===== src/hdl/ctl_pkg.sv =====
// Shared types and constants of the configuration text lexer.
// Token kinds, the queue record that passes from front to back, queue sizing.
// No dependencies.
package ctl_pkg;

	localparam int CTL_VAL_W = 64;
	localparam int CTL_QDEPTH = 4;
	localparam int CTL_QAW = $clog2(CTL_QDEPTH);
	localparam int CTL_QCW = $clog2(CTL_QDEPTH + 1);

	typedef enum logic [3:0] {
		KIND_ERROR     = 4'd0,
		KIND_NEWLINE   = 4'd1,
		KIND_OPEN      = 4'd2,
		KIND_CLOSE     = 4'd3,
		KIND_COMMA     = 4'd4,
		KIND_SEMI      = 4'd5,
		KIND_INTEGER   = 4'd6,
		KIND_ATOM_BYTE = 4'd7,
		KIND_ATOM_END  = 4'd8,
		KIND_STR_BYTE  = 4'd9,
		KIND_STR_END   = 4'd10
	} kind_t;

	typedef struct packed {
		logic                 two;
		kind_t                kind0;
		logic [CTL_VAL_W-1:0] value0;
		kind_t                kind1;
		logic [CTL_VAL_W-1:0] value1;
	} rec_t;

	typedef struct packed {
		logic full;
		logic empty;
	} q_stat_t;

endpackage


===== src/hdl/ctl_byte_if.sv =====
// Valid/ready channel carrying one text byte or the end-of-input mark.
// No dependencies.
interface ctl_byte_if;
	logic       valid;
	logic       ready;
	logic [7:0] in_byte;
	logic       end_of_input;

	modport source (output valid, output in_byte, output end_of_input, input ready);
	modport sink (input valid, input in_byte, input end_of_input, output ready);
endinterface


===== src/hdl/ctl_token_if.sv =====
// Valid/ready channel carrying one lexer token.
// No dependencies.
interface ctl_token_if;
	logic        valid;
	logic        ready;
	logic [3:0]  token_kind;
	logic [63:0] token_value;
	logic        last_of_run;

	modport source (output valid, output token_kind, output token_value, output last_of_run,
		input ready);
	modport sink (input valid, input token_kind, input token_value, input last_of_run,
		output ready);
endinterface


===== src/hdl/config_text_lexer.sv =====
// Streaming lexer for configuration text: bytes in, tokens out.
// Depends on ctl_pkg, ctl_byte_if, ctl_token_if, ctl_front, ctl_fifo, ctl_back.
//
// Channels: text carries one byte (or an end-of-input mark) per item; tokens
// carries one token per item, with last_of_run set on the final token caused
// by an input item. A byte causes zero, one or two tokens.
// The front end classifies a byte in the cycle it is accepted and pushes its
// tokens as one record into a four-entry queue; the back end drains records
// from its output register, one token per cycle while tokens.ready is high.
// A byte's record enters the queue when the byte is accepted and is then
// loaded into the output register, where its first token becomes valid.
// Throughput: one byte per cycle while the queue has room; a byte with two
// tokens holds the token port longer and the queue absorbs the difference.
// A stalled token port fills the queue, after which text.ready drops; no
// token is lost or repeated.
// Reset: arst_n clears the lexer to idle between tokens and empties the queue.
module config_text_lexer import ctl_pkg::*; #(
	parameter int MAX_ATOM = 64,
	parameter int VALUE_BITS = 64
) (
	input  logic        clk,
	input  logic        arst_n,
	ctl_byte_if.sink    text,
	ctl_token_if.source tokens
);

	q_stat_t q_stat;
	logic    q_push, q_pop;
	rec_t    q_rec, q_head;

	ctl_front #(
		.MAX_ATOM(MAX_ATOM),
		.VALUE_BITS(VALUE_BITS)
	) u_front (
		.clk(clk),
		.arst_n(arst_n),
		.text(text),
		.q_stat(q_stat),
		.q_push(q_push),
		.q_rec(q_rec)
	);

	ctl_fifo u_fifo (
		.clk(clk),
		.arst_n(arst_n),
		.push(q_push),
		.push_rec(q_rec),
		.pop(q_pop),
		.head(q_head),
		.stat(q_stat)
	);

	ctl_back u_back (
		.clk(clk),
		.arst_n(arst_n),
		.head(q_head),
		.q_stat(q_stat),
		.pop(q_pop),
		.tokens(tokens)
	);

	a_no_push_when_full: assert property (@(posedge clk) disable iff (!arst_n)
		!(q_push && q_stat.full))
		else $error("queue push while full");

	a_valueless_kinds_zero: assert property (@(posedge clk) disable iff (!arst_n)
		(tokens.valid && tokens.token_kind != KIND_INTEGER
			&& tokens.token_kind != KIND_ATOM_BYTE
			&& tokens.token_kind != KIND_STR_BYTE) |-> tokens.token_value == '0)
		else $error("nonzero value on a token kind without value");

	a_byte_kinds_narrow: assert property (@(posedge clk) disable iff (!arst_n)
		(tokens.valid && (tokens.token_kind == KIND_ATOM_BYTE
			|| tokens.token_kind == KIND_STR_BYTE)) |-> tokens.token_value[63:8] == '0)
		else $error("byte token wider than eight bits");

	a_second_token_follows: assert property (@(posedge clk) disable iff (!arst_n)
		(tokens.valid && tokens.ready && !tokens.last_of_run) |=> tokens.valid)
		else $error("second token of an item went missing");

endmodule


===== src/hdl/ctl_front.sv =====
// Lexer front end: accepts bytes, runs the lexer state machine, and pushes
// the zero to two tokens of each item into the queue as one record.
// Depends on ctl_pkg and ctl_byte_if.
module ctl_front import ctl_pkg::*; #(
	parameter int MAX_ATOM = 64,
	parameter int VALUE_BITS = 64
) (
	input  logic          clk,
	input  logic          arst_n,
	ctl_byte_if.sink      text,
	input  q_stat_t       q_stat,
	output logic          q_push,
	output rec_t          q_rec
);

	localparam int AW = $clog2(MAX_ATOM + 1);

	localparam logic [7:0] CH_NUL   = 8'h00;
	localparam logic [7:0] CH_TAB   = 8'h09;
	localparam logic [7:0] CH_LF    = 8'h0A;
	localparam logic [7:0] CH_VT    = 8'h0B;
	localparam logic [7:0] CH_FF    = 8'h0C;
	localparam logic [7:0] CH_CR    = 8'h0D;
	localparam logic [7:0] CH_SP    = 8'h20;
	localparam logic [7:0] CH_DQ    = 8'h22;
	localparam logic [7:0] CH_HASH  = 8'h23;
	localparam logic [7:0] CH_SQ    = 8'h27;
	localparam logic [7:0] CH_LP    = 8'h28;
	localparam logic [7:0] CH_RP    = 8'h29;
	localparam logic [7:0] CH_COMMA = 8'h2C;
	localparam logic [7:0] CH_DOT   = 8'h2E;
	localparam logic [7:0] CH_0     = 8'h30;
	localparam logic [7:0] CH_7     = 8'h37;
	localparam logic [7:0] CH_9     = 8'h39;
	localparam logic [7:0] CH_SEMI  = 8'h3B;
	localparam logic [7:0] CH_QM    = 8'h3F;
	localparam logic [7:0] CH_UA    = 8'h41;
	localparam logic [7:0] CH_UF    = 8'h46;
	localparam logic [7:0] CH_UX    = 8'h58;
	localparam logic [7:0] CH_BSL   = 8'h5C;
	localparam logic [7:0] CH_LA    = 8'h61;
	localparam logic [7:0] CH_LB    = 8'h62;
	localparam logic [7:0] CH_LF_   = 8'h66;
	localparam logic [7:0] CH_LN    = 8'h6E;
	localparam logic [7:0] CH_LR    = 8'h72;
	localparam logic [7:0] CH_LT    = 8'h74;
	localparam logic [7:0] CH_LV    = 8'h76;
	localparam logic [7:0] CH_LX    = 8'h78;

	typedef enum logic [3:0] {
		MODE_IDLE, MODE_COMMENT, MODE_ZERO, MODE_DEC, MODE_OCT, MODE_HEX,
		MODE_ATOM, MODE_STRING, MODE_ESC, MODE_ESC_HEX, MODE_ESC_OCT
	} mode_t;

	typedef struct packed {
		mode_t      mode;
		logic       emit;
		kind_t      kind;
		logic [7:0] val;
		logic       load_num;
		logic       set_quote;
		logic       quote;
		logic       start_atom;
	} idle_act_t;

	typedef struct packed {
		mode_t      mode;
		logic       emit;
		kind_t      kind;
		logic [7:0] val;
	} str_act_t;

	function automatic logic is_skip(logic [7:0] c);
		return c == CH_NUL || c == CH_SP || c == CH_TAB || c == CH_CR || c == CH_VT
			|| c == CH_FF;
	endfunction

	function automatic logic is_oct(logic [7:0] c);
		return c inside {[CH_0:CH_7]};
	endfunction

	function automatic logic is_dec(logic [7:0] c);
		return c inside {[CH_0:CH_9]};
	endfunction

	function automatic logic [4:0] hex_val(logic [7:0] c);
		logic [4:0] r;
		r = '0;
		if (c inside {[CH_0:CH_9]}) r = {1'b1, 4'(c - CH_0)};
		else if (c inside {[CH_LA:CH_LF_]}) r = {1'b1, 4'(c - CH_LA + 8'd10)};
		else if (c inside {[CH_UA:CH_UF]}) r = {1'b1, 4'(c - CH_UA + 8'd10)};
		return r;
	endfunction

	function automatic logic [8:0] named_esc(logic [7:0] c);
		logic [8:0] r;
		r = '0;
		case (c)
			CH_SQ, CH_DQ, CH_QM, CH_BSL: r = {1'b1, c};
			CH_LA:  r = {1'b1, 8'd7};
			CH_LB:  r = {1'b1, 8'd8};
			CH_LF_: r = {1'b1, 8'd12};
			CH_LN:  r = {1'b1, 8'd10};
			CH_LR:  r = {1'b1, 8'd13};
			CH_LT:  r = {1'b1, 8'd9};
			CH_LV:  r = {1'b1, 8'd11};
			default: r = '0;
		endcase
		return r;
	endfunction

	function automatic logic ends_atom(logic [7:0] c);
		return is_skip(c) || c == CH_LF || c == CH_DOT || c == CH_LP || c == CH_RP
			|| c == CH_SEMI || c == CH_COMMA;
	endfunction

	function automatic idle_act_t idle_fn(logic [7:0] c);
		idle_act_t a;
		a = '{mode: MODE_IDLE, emit: 1'b0, kind: KIND_ERROR, val: '0, load_num: 1'b0,
			set_quote: 1'b0, quote: 1'b0, start_atom: 1'b0};
		if (!is_skip(c)) begin
			case (c)
				CH_LF: begin
					a.emit = 1'b1;
					a.kind = KIND_NEWLINE;
				end
				CH_HASH: a.mode = MODE_COMMENT;
				CH_LP: begin
					a.emit = 1'b1;
					a.kind = KIND_OPEN;
				end
				CH_RP: begin
					a.emit = 1'b1;
					a.kind = KIND_CLOSE;
				end
				CH_COMMA: begin
					a.emit = 1'b1;
					a.kind = KIND_COMMA;
				end
				CH_SEMI: begin
					a.emit = 1'b1;
					a.kind = KIND_SEMI;
				end
				CH_DOT: begin
					a.emit = 1'b1;
					a.kind = KIND_ERROR;
				end
				default: begin
					if (is_dec(c)) begin
						a.mode = (c == CH_0) ? MODE_ZERO : MODE_DEC;
						a.load_num = 1'b1;
					end else if (c == CH_DQ || c == CH_SQ) begin
						a.mode = MODE_STRING;
						a.set_quote = 1'b1;
						a.quote = (c == CH_SQ);
					end else begin
						a.mode = MODE_ATOM;
						a.start_atom = 1'b1;
						a.emit = 1'b1;
						a.kind = KIND_ATOM_BYTE;
						a.val = c;
					end
				end
			endcase
		end
		return a;
	endfunction

	function automatic str_act_t str_fn(logic [7:0] c, logic single);
		str_act_t a;
		logic [7:0] qc;
		qc = single ? CH_SQ : CH_DQ;
		a = '{mode: MODE_STRING, emit: 1'b0, kind: KIND_STR_BYTE, val: '0};
		if (c == CH_BSL) begin
			a.mode = MODE_ESC;
		end else if (c == qc) begin
			a.mode = MODE_IDLE;
			a.emit = 1'b1;
			a.kind = KIND_STR_END;
		end else begin
			a.emit = 1'b1;
			a.val = c;
		end
		return a;
	endfunction

	mode_t                 mode_q, mode_d;
	logic                  quote_q, quote_d;
	logic [VALUE_BITS-1:0] num_q, num_d;
	logic [7:0]            esc_q, esc_d;
	logic [1:0]            cnt_q, cnt_d;
	logic [AW-1:0]         atom_q, atom_d;

	idle_act_t             ia;
	str_act_t              sa;
	logic [7:0]            c;
	logic [4:0]            hv;
	logic [8:0]            ne;
	logic [7:0]            esc_hex, esc_oct;
	logic                  p_en, s_en, use_idle, use_str;
	kind_t                 p_kind, s_kind;
	logic [CTL_VAL_W-1:0]  p_val, s_val;
	logic                  fire;

	assign c = text.in_byte;
	assign ia = idle_fn(c);
	assign sa = str_fn(c, quote_q);
	assign hv = hex_val(c);
	assign ne = named_esc(c);
	assign esc_hex = {esc_q[3:0], hv[3:0]};
	assign esc_oct = {esc_q[4:0], c[2:0]};

	assign text.ready = !q_stat.full;
	assign fire = text.valid && text.ready;

	always_comb begin
		mode_d = mode_q;
		quote_d = quote_q;
		num_d = num_q;
		esc_d = esc_q;
		cnt_d = cnt_q;
		atom_d = atom_q;
		p_en = 1'b0;
		p_kind = KIND_ERROR;
		p_val = '0;
		use_idle = 1'b0;
		use_str = 1'b0;
		if (text.end_of_input) begin
			case (mode_q)
				MODE_ZERO, MODE_DEC, MODE_OCT, MODE_HEX: begin
					p_en = 1'b1;
					p_kind = KIND_INTEGER;
					p_val = CTL_VAL_W'(num_q);
				end
				MODE_ATOM: begin
					p_en = 1'b1;
					p_kind = KIND_ATOM_END;
				end
				MODE_STRING, MODE_ESC, MODE_ESC_HEX, MODE_ESC_OCT: begin
					p_en = 1'b1;
					p_kind = KIND_ERROR;
				end
				default: p_en = 1'b0;
			endcase
			mode_d = MODE_IDLE;
			quote_d = 1'b0;
			num_d = '0;
			cnt_d = '0;
			atom_d = '0;
		end else begin
			case (mode_q)
				MODE_COMMENT: if (c == CH_LF) mode_d = MODE_IDLE;
				MODE_ZERO: begin
					if (c == CH_LX || c == CH_UX) begin
						mode_d = MODE_HEX;
						num_d = '0;
					end else if (is_oct(c)) begin
						mode_d = MODE_OCT;
						num_d = VALUE_BITS'(c[2:0]);
					end else begin
						p_en = 1'b1;
						p_kind = KIND_INTEGER;
						p_val = CTL_VAL_W'(num_q);
						use_idle = 1'b1;
					end
				end
				MODE_DEC: begin
					if (is_dec(c)) begin
						num_d = (num_q << 3) + (num_q << 1) + VALUE_BITS'(c[3:0]);
					end else begin
						p_en = 1'b1;
						p_kind = KIND_INTEGER;
						p_val = CTL_VAL_W'(num_q);
						use_idle = 1'b1;
					end
				end
				MODE_OCT: begin
					if (is_oct(c)) begin
						num_d = (num_q << 3) + VALUE_BITS'(c[2:0]);
					end else begin
						p_en = 1'b1;
						p_kind = KIND_INTEGER;
						p_val = CTL_VAL_W'(num_q);
						use_idle = 1'b1;
					end
				end
				MODE_HEX: begin
					if (hv[4]) begin
						num_d = (num_q << 4) + VALUE_BITS'(hv[3:0]);
					end else begin
						p_en = 1'b1;
						p_kind = KIND_INTEGER;
						p_val = CTL_VAL_W'(num_q);
						use_idle = 1'b1;
					end
				end
				MODE_ATOM: begin
					if (!ends_atom(c)) begin
						if (atom_q < AW'(MAX_ATOM)) begin
							p_en = 1'b1;
							p_kind = KIND_ATOM_BYTE;
							p_val = CTL_VAL_W'(c);
							atom_d = atom_q + AW'(1);
						end
					end else begin
						p_en = 1'b1;
						p_kind = KIND_ATOM_END;
						atom_d = '0;
						use_idle = 1'b1;
					end
				end
				MODE_STRING: use_str = 1'b1;
				MODE_ESC: begin
					if (c == CH_LX || c == CH_UX) begin
						mode_d = MODE_ESC_HEX;
						esc_d = '0;
						cnt_d = '0;
					end else if (is_oct(c)) begin
						mode_d = MODE_ESC_OCT;
						esc_d = {5'd0, c[2:0]};
						cnt_d = 2'd1;
					end else if (ne[8]) begin
						p_en = 1'b1;
						p_kind = KIND_STR_BYTE;
						p_val = CTL_VAL_W'(ne[7:0]);
						mode_d = MODE_STRING;
					end else begin
						p_en = 1'b1;
						p_kind = KIND_ERROR;
						mode_d = MODE_IDLE;
					end
				end
				MODE_ESC_HEX: begin
					if (hv[4]) begin
						if (cnt_q != 2'd0) begin
							p_en = 1'b1;
							p_kind = KIND_STR_BYTE;
							p_val = CTL_VAL_W'(esc_hex);
							mode_d = MODE_STRING;
							cnt_d = '0;
						end else begin
							esc_d = esc_hex;
							cnt_d = 2'd1;
						end
					end else if (cnt_q == 2'd0) begin
						p_en = 1'b1;
						p_kind = KIND_ERROR;
						use_idle = 1'b1;
					end else begin
						p_en = 1'b1;
						p_kind = KIND_STR_BYTE;
						p_val = CTL_VAL_W'(esc_q);
						cnt_d = '0;
						use_str = 1'b1;
					end
				end
				MODE_ESC_OCT: begin
					if (is_oct(c)) begin
						if (cnt_q == 2'd2) begin
							p_en = 1'b1;
							p_kind = KIND_STR_BYTE;
							p_val = CTL_VAL_W'(esc_oct);
							mode_d = MODE_STRING;
							cnt_d = '0;
						end else begin
							esc_d = esc_oct;
							cnt_d = cnt_q + 2'd1;
						end
					end else begin
						p_en = 1'b1;
						p_kind = KIND_STR_BYTE;
						p_val = CTL_VAL_W'(esc_q);
						cnt_d = '0;
						use_str = 1'b1;
					end
				end
				default: use_idle = 1'b1;
			endcase
			if (use_idle) begin
				mode_d = ia.mode;
				cnt_d = '0;
				if (ia.load_num) num_d = VALUE_BITS'(c[3:0]);
				if (ia.set_quote) quote_d = ia.quote;
				if (ia.start_atom) atom_d = AW'(1);
			end
			if (use_str) mode_d = sa.mode;
		end
	end

	always_comb begin
		s_en = 1'b0;
		s_kind = KIND_ERROR;
		s_val = '0;
		if (use_idle) begin
			s_en = ia.emit;
			s_kind = ia.kind;
			s_val = CTL_VAL_W'(ia.val);
		end else if (use_str) begin
			s_en = sa.emit;
			s_kind = sa.kind;
			s_val = CTL_VAL_W'(sa.val);
		end
		q_rec.two = p_en && s_en;
		q_rec.kind1 = s_kind;
		q_rec.value1 = s_val;
		if (p_en) begin
			q_rec.kind0 = p_kind;
			q_rec.value0 = p_val;
		end else begin
			q_rec.kind0 = s_kind;
			q_rec.value0 = s_val;
		end
		q_push = fire && (p_en || s_en);
	end

	always_ff @(posedge clk or negedge arst_n) begin
		if (!arst_n) begin
			mode_q <= MODE_IDLE;
			quote_q <= 1'b0;
			num_q <= '0;
			esc_q <= '0;
			cnt_q <= '0;
			atom_q <= '0;
		end else if (fire) begin
			mode_q <= mode_d;
			quote_q <= quote_d;
			num_q <= num_d;
			esc_q <= esc_d;
			cnt_q <= cnt_d;
			atom_q <= atom_d;
		end
	end

endmodule


===== src/hdl/ctl_fifo.sv =====
// Short record queue between the lexer front end and the token back end.
// Depends on ctl_pkg.
module ctl_fifo import ctl_pkg::*; (
	input  logic    clk,
	input  logic    arst_n,
	input  logic    push,
	input  rec_t    push_rec,
	input  logic    pop,
	output rec_t    head,
	output q_stat_t stat
);

	rec_t               mem [CTL_QDEPTH];
	logic [CTL_QAW-1:0] wr_q, rd_q;
	logic [CTL_QCW-1:0] cnt_q;
	logic               do_push, do_pop;

	assign stat.full = (cnt_q == CTL_QCW'(CTL_QDEPTH));
	assign stat.empty = (cnt_q == '0);
	assign do_push = push && !stat.full;
	assign do_pop = pop && !stat.empty;
	assign head = mem[rd_q];

	always_ff @(posedge clk) begin
		if (do_push) mem[wr_q] <= push_rec;
	end

	always_ff @(posedge clk or negedge arst_n) begin
		if (!arst_n) begin
			wr_q <= '0;
			rd_q <= '0;
			cnt_q <= '0;
		end else begin
			if (do_push) wr_q <= wr_q + CTL_QAW'(1);
			if (do_pop) rd_q <= rd_q + CTL_QAW'(1);
			if (do_push && !do_pop) cnt_q <= cnt_q + CTL_QCW'(1);
			else if (do_pop && !do_push) cnt_q <= cnt_q - CTL_QCW'(1);
		end
	end

endmodule


===== src/hdl/ctl_back.sv =====
// Token back end: takes records from the queue and hands out their tokens
// one per handshake from an output register. Depends on ctl_pkg, ctl_token_if.
module ctl_back import ctl_pkg::*; (
	input  logic        clk,
	input  logic        arst_n,
	input  rec_t        head,
	input  q_stat_t     q_stat,
	output logic        pop,
	ctl_token_if.source tokens
);

	rec_t cur_q;
	logic cur_v_q;
	logic idx_q;
	logic last;
	logic fire;

	assign last = !cur_q.two || idx_q;
	assign fire = tokens.valid && tokens.ready;
	assign pop = !q_stat.empty && (!cur_v_q || (fire && last));

	assign tokens.valid = cur_v_q;
	assign tokens.token_kind = idx_q ? cur_q.kind1 : cur_q.kind0;
	assign tokens.token_value = idx_q ? cur_q.value1 : cur_q.value0;
	assign tokens.last_of_run = last;

	always_ff @(posedge clk) begin
		if (pop) cur_q <= head;
	end

	always_ff @(posedge clk or negedge arst_n) begin
		if (!arst_n) begin
			cur_v_q <= 1'b0;
			idx_q <= 1'b0;
		end else if (pop) begin
			cur_v_q <= 1'b1;
			idx_q <= 1'b0;
		end else if (fire) begin
			if (last) begin
				cur_v_q <= 1'b0;
				idx_q <= 1'b0;
			end else begin
				idx_q <= 1'b1;
			end
		end
	end

endmodule


===== src/flat_wrapper.sv =====
// flat-port wrapper written by rule: the top's interface ports become plain ports
module config_text_lexer_flat import ctl_pkg::*;
#(
	parameter int MAX_ATOM = 64,
	parameter int VALUE_BITS = 64
)
  (clk, arst_n, text_valid, text_in_byte, text_end_of_input, text_ready, tokens_valid, tokens_token_kind, tokens_token_value, tokens_last_of_run, tokens_ready);
  ctl_byte_if text_i ();
  ctl_token_if tokens_i ();
  input  logic clk;
  input  logic arst_n;
  input wire logic [$bits(text_i.valid)-1:0] text_valid;
  input wire logic [$bits(text_i.in_byte)-1:0] text_in_byte;
  input wire logic [$bits(text_i.end_of_input)-1:0] text_end_of_input;
  output wire logic [$bits(text_i.ready)-1:0] text_ready;
  output wire logic [$bits(tokens_i.valid)-1:0] tokens_valid;
  output wire logic [$bits(tokens_i.token_kind)-1:0] tokens_token_kind;
  output wire logic [$bits(tokens_i.token_value)-1:0] tokens_token_value;
  output wire logic [$bits(tokens_i.last_of_run)-1:0] tokens_last_of_run;
  input wire logic [$bits(tokens_i.ready)-1:0] tokens_ready;
  assign text_i.valid = text_valid;
  assign text_i.in_byte = text_in_byte;
  assign text_i.end_of_input = text_end_of_input;
  assign text_ready = text_i.ready;
  assign tokens_valid = tokens_i.valid;
  assign tokens_token_kind = tokens_i.token_kind;
  assign tokens_token_value = tokens_i.token_value;
  assign tokens_last_of_run = tokens_i.last_of_run;
  assign tokens_i.ready = tokens_ready;
  config_text_lexer #(.MAX_ATOM(MAX_ATOM), .VALUE_BITS(VALUE_BITS)) u_core (.clk(clk), .arst_n(arst_n), .text(text_i), .tokens(tokens_i));
endmodule

===== config.mk =====
export PLATFORM = sky130hd
export DESIGN_NAME = config_text_lexer_flat
export DESIGN_NICKNAME = d
export VERILOG_FILES = /design/src/hdl/ctl_pkg.sv /design/src/hdl/ctl_byte_if.sv /design/src/hdl/ctl_token_if.sv /design/src/hdl/config_text_lexer.sv /design/src/hdl/ctl_front.sv /design/src/hdl/ctl_fifo.sv /design/src/hdl/ctl_back.sv /design/src/flat_wrapper.sv
export SDC_FILE = /design/constraint.sdc
export NUM_CORES = 1
export LEC_CHECK = 0
export BUFFER_PORTS_ARGS = -buffer_cell sky130_fd_sc_hd__buf_2
export CORE_MARGIN = 2
export CORE_UTILIZATION = 55
export CTS_BUF_LIST = sky130_fd_sc_hd__clkbuf_16
export DETAILED_ROUTE_END_ITERATION = 16
export GPL_ROUTABILITY_DRIVEN = 0
export PLACE_DENSITY_LB_ADDON = 0.08
export SETUP_SLACK_MARGIN = 0.3
export SLEW_MARGIN = 20
export SYNTH_ARGS = -nofsm -noshare
export SYNTH_HDL_FRONTEND = slang
export SYNTH_SLANG_ARGS = --single-unit

===== constraint.sdc =====
create_clock -name clk -period 10.8 [get_ports clk]
set_input_delay 0.54 -clock clk [delete_from_list [all_inputs] [get_ports clk]]
set_output_delay 0.54 -clock clk [all_outputs]
set_load 0.005 [all_outputs]

==> metrics.cfg <==
[outcome]
status=finished, final reports clean

[worst_hold_path]
whs_endpoint=u_core.u_back.idx_q
min_path_cells=4
hold_class=in -> reg
min_from=tokens_ready

[timing]
slew_viol_final=0
fin_crit_sh=0.455
worstMarginPinSlew_ns=1.10
finalSetupViolations=0
rsz0062_at_grt=no
fin_crit_ns=4.92
hold_viol=0
finalClockSkew_ns=0.0220
fmax_mhz=203
setup_tns_ns=0
relSlewSlack=0.269

[synthesis]
yosysSeqAreaShare=0.548
ys.flop_type=edfxtp_1
synth_cells=2155
syn_area_per_cell_um2=12.3
synth_fp_nets=2304
synth-async-reset-ratio=0.190
yosys_register_bits=500
synth-edff-count=405
synth_warnings=0
synth_area_um2=26500
yosysUniqueCellTypes=87

[cts]
worst_skew_pair.late_latency_ns=0.60
cts_tree=built
numCtsBuffers=51
ctsResizeCount=0
cts_root_buf=clkbuf_16
clock_sinks=500
path_clk_slew_ns=0.06
h-tree-depth=2
cts.path.max_buffers=3

[die]
rows=80
die-area_um2=50000
dieHeight_um=224
start_util=0.557
core_area_um2=47600
dieWidth_um=224
pin_count=84

[routing]
firstDrtPassIters=11
wl_mm=64.2
drc=0
first_iter_violations=2466
routedWlPerCell_um=22.5
vias=18400
postRouteAntennaNets=0
via_per_inst=6.45

[worst_setup_path]
crit_arrival_ns=5.13
cp_max_fo=51
timing.rr.start=u_core.u_front.mode_q[3]
r2r-end=u_core.u_fifo.mem[3][54]
crit_path_start_kind=primary input
path_class=in -> reg
r2r_cells=11
end_kind=register
r2r_slack_ns=6.12
required_ns=11.01

[global_routing]
grt-ovfl-total=0
grt_pass1_wl_mm=102
antenna_found_initial=0
grt_usage=0.261
grt_max_degree=72
grt_pass1_vias=18300

[power]
power.leakage_nw=11.2
pwr-share-comb=0.321
pwr-share-seq=0.430
power_switching_mw=2.28
p_int_mw=4.46
netSwitchingFraction=0.338
peakVddDrop_uv=181
pwr-share-clk=0.249
power.density_nw_per_um2=233

[placed_design]
portBuffers=83
hpwl_mm=41.7
dpl_cell_area_um2=27400

[layout]
drive_above_1_share=0.144
nets=2342
fin_area_um2=29000
antenna_cells=0
area_growth_pct=9.19

[job]
maxCapViolCount=0

## final cells by class
cell class | instances | area (µm²)
Clock buffer | 51 | 1280
Fill cell | 3835 | 18700
Tap cell | 615 | 769
Timing Repair Buffer | 108 | 612
Clock inverter | 45 | 300
Inverter | 40 | 150
Multi-Input combinational cell | 1492 | 11300
Sequential cell | 500 | 14500
## worst max path at each step
stage / slack (ns) / endpoint / start / depth (start not counted)
4_1_cts: 5.99 / u_core.u_fifo.mem[3][50] / text_in_byte[0] / 14
5_1_grt: 5.61 / u_core.u_fifo.mem[0][54] / text_in_byte[0] / 14
6_report: 5.88 / u_core.u_fifo.mem[3][54] / text_in_byte[0] / 14
3_3_place_gp: 5.55 / u_core.u_fifo.mem[3][41] / text_in_byte[0] / 14
3_5_place_dp: 5.39 / u_core.u_fifo.mem[3][43] / text_in_byte[0] / 14
2_1_floorplan: 4.58 / u_core.u_fifo.cnt_q[1] / u_core.u_back.idx_q / 10
## power by group through the flow
stage / clock [mW] / sequential [mW] / combinational [mW]
floorplan: 0 / 2.81 / 1.58
CTS: 1.72 / 2.90 / 2.19
global route: 1.79 / 2.94 / 2.38
detailed placement: 0 / 2.93 / 2.18
finish: 1.68 / 2.90 / 2.17
global placement: 0 / 2.92 / 2.15
## synthesized netlist by cell type (21+ instances only)
library cell	number	share of area
a221oi_1	21	0.0069
nor2_1	119	0.017
nor3_1	24	0.0045
a222oi_1	30	0.011
nand3_1	41	0.0077
dfrtp_1	95	0.090
mux4_2	81	0.069
a21o_1	45	0.013
o21ai_0	142	0.027
ha_1	133	0.063
xor2_1	23	0.0076
inv_1	40	0.0057
a221o_1	27	0.010
a21oi_1	140	0.026
nand2_1	193	0.027
and2_1	72	0.017
clkbuf_1	77	0.011
edfxtp_1	405	0.46
nor2b_1	75	0.018
xnor2_1	39	0.013
buf_2	22	0.0041
## sequential cells by signal, summed over array words and instances (netlist names)
signal,cells
u_core.u_back.tokens.valid,1
u_core.u_fifo.rd_q,2
u_core.u_fifo.wr_q,2
u_core.u_front.num_q,64
u_core.u_back.idx_q,1
u_core.u_front.quote_q,1
u_core.u_front.mode_q,4
u_core.u_front.esc_q,8
u_core.u_back.cur_q,81
u_core.u_front.cnt_q,2
u_core.u_fifo.cnt_q,3
u_core.u_front.atom_q,7
u_core.u_fifo.mem,324
## repair_timing
action / CTS / global route
setup buffers: 0 / 0
hold endpoints to repair: 24 / 0
hold buffers: 1 / 0
## cell families (layout without fill, tap and decap cells)
| logic type | after synthesis | after routing | share of synthesized area |
|---|---|---|---|
| buf+inv | 163 | 244 | 0.0276 |
| simple gates | 610 | 610 | 0.114 |
| mux | 104 | 104 | 0.0781 |
| compound gates | 580 | 580 | 0.147 |
| fa+ha+maj | 136 | 136 | 0.0650 |
| flops | 500 | 500 | 0.548 |
| xor+xnor | 62 | 62 | 0.0205 |
## critical path, cell delays in order
cell       delay, ns
buf_2           0.22
inv_1           0.17
ha_1            0.33
a21bo_2         0.26
o2111ai_1       0.24
a21oi_1         0.36
o211ai_1        0.39
nand2b_1        0.38
o2111ai_1       0.27
nor2_1          0.18
nor2_1          0.10
a21oi_2         0.34
and2_4          0.55
buf_4           0.74
## layout by cell type, fill, tap and decap left out, types with 7 or more instances in the layout
cell       instances
nor2b_1           74
clkinv_2          10
mux4_2            81
nor3_1            24
ha_1             133
and2_1            68
nand2b_1           9
clkinv_1           8
a221o_1           27
nand3_1           41
nand2_1          193
a221oi_1          21
o22ai_1           13
inv_1             50
a22oi_1           15
xor2_1            23
edfxtp_1         405
buf_2             82
xnor2_1           39
o21bai_1          12
mux2i_1            8
a21o_1            45
buf_4             24
a211oi_1           7
a21oi_1          139
nor2_1           119
mux2_2            15
a31oi_1           18
o31ai_1            8
and3_1            18
nand4_1           19
a222oi_1          30
dfrtp_1           92
o21a_1            10
o221ai_1           7
o211ai_1          11
clkbuf_16         51
o21ai_0          142
## through the flow
stage / utilization / power (mW) / hold slack (ns) / worst slack, ns / std cells
after floorplan: - / 4.39 / 0.244 / 4.58 / 2155
after global placement: 0.575 / 5.07 / 0.466 / 5.55 / 2754
after detailed placement: 0.575 / 5.11 / 0.482 / 5.39 / 2754
after CTS: 0.608 / 6.81 / 0.254 / 5.99 / 2851
after global routing: 0.608 / 7.11 / 0.282 / 5.61 / 2851
final: 0.608 / 6.74 / 0.282 / 5.88 / 2851
## per-layer routing
layer  wire length [µm]  GRT usage
met5                  0          0
met4               1760     0.0768
met3               4150     0.0435
met2              30400      0.422
met1              27800      0.367
(Power assumes the default switching activity.)
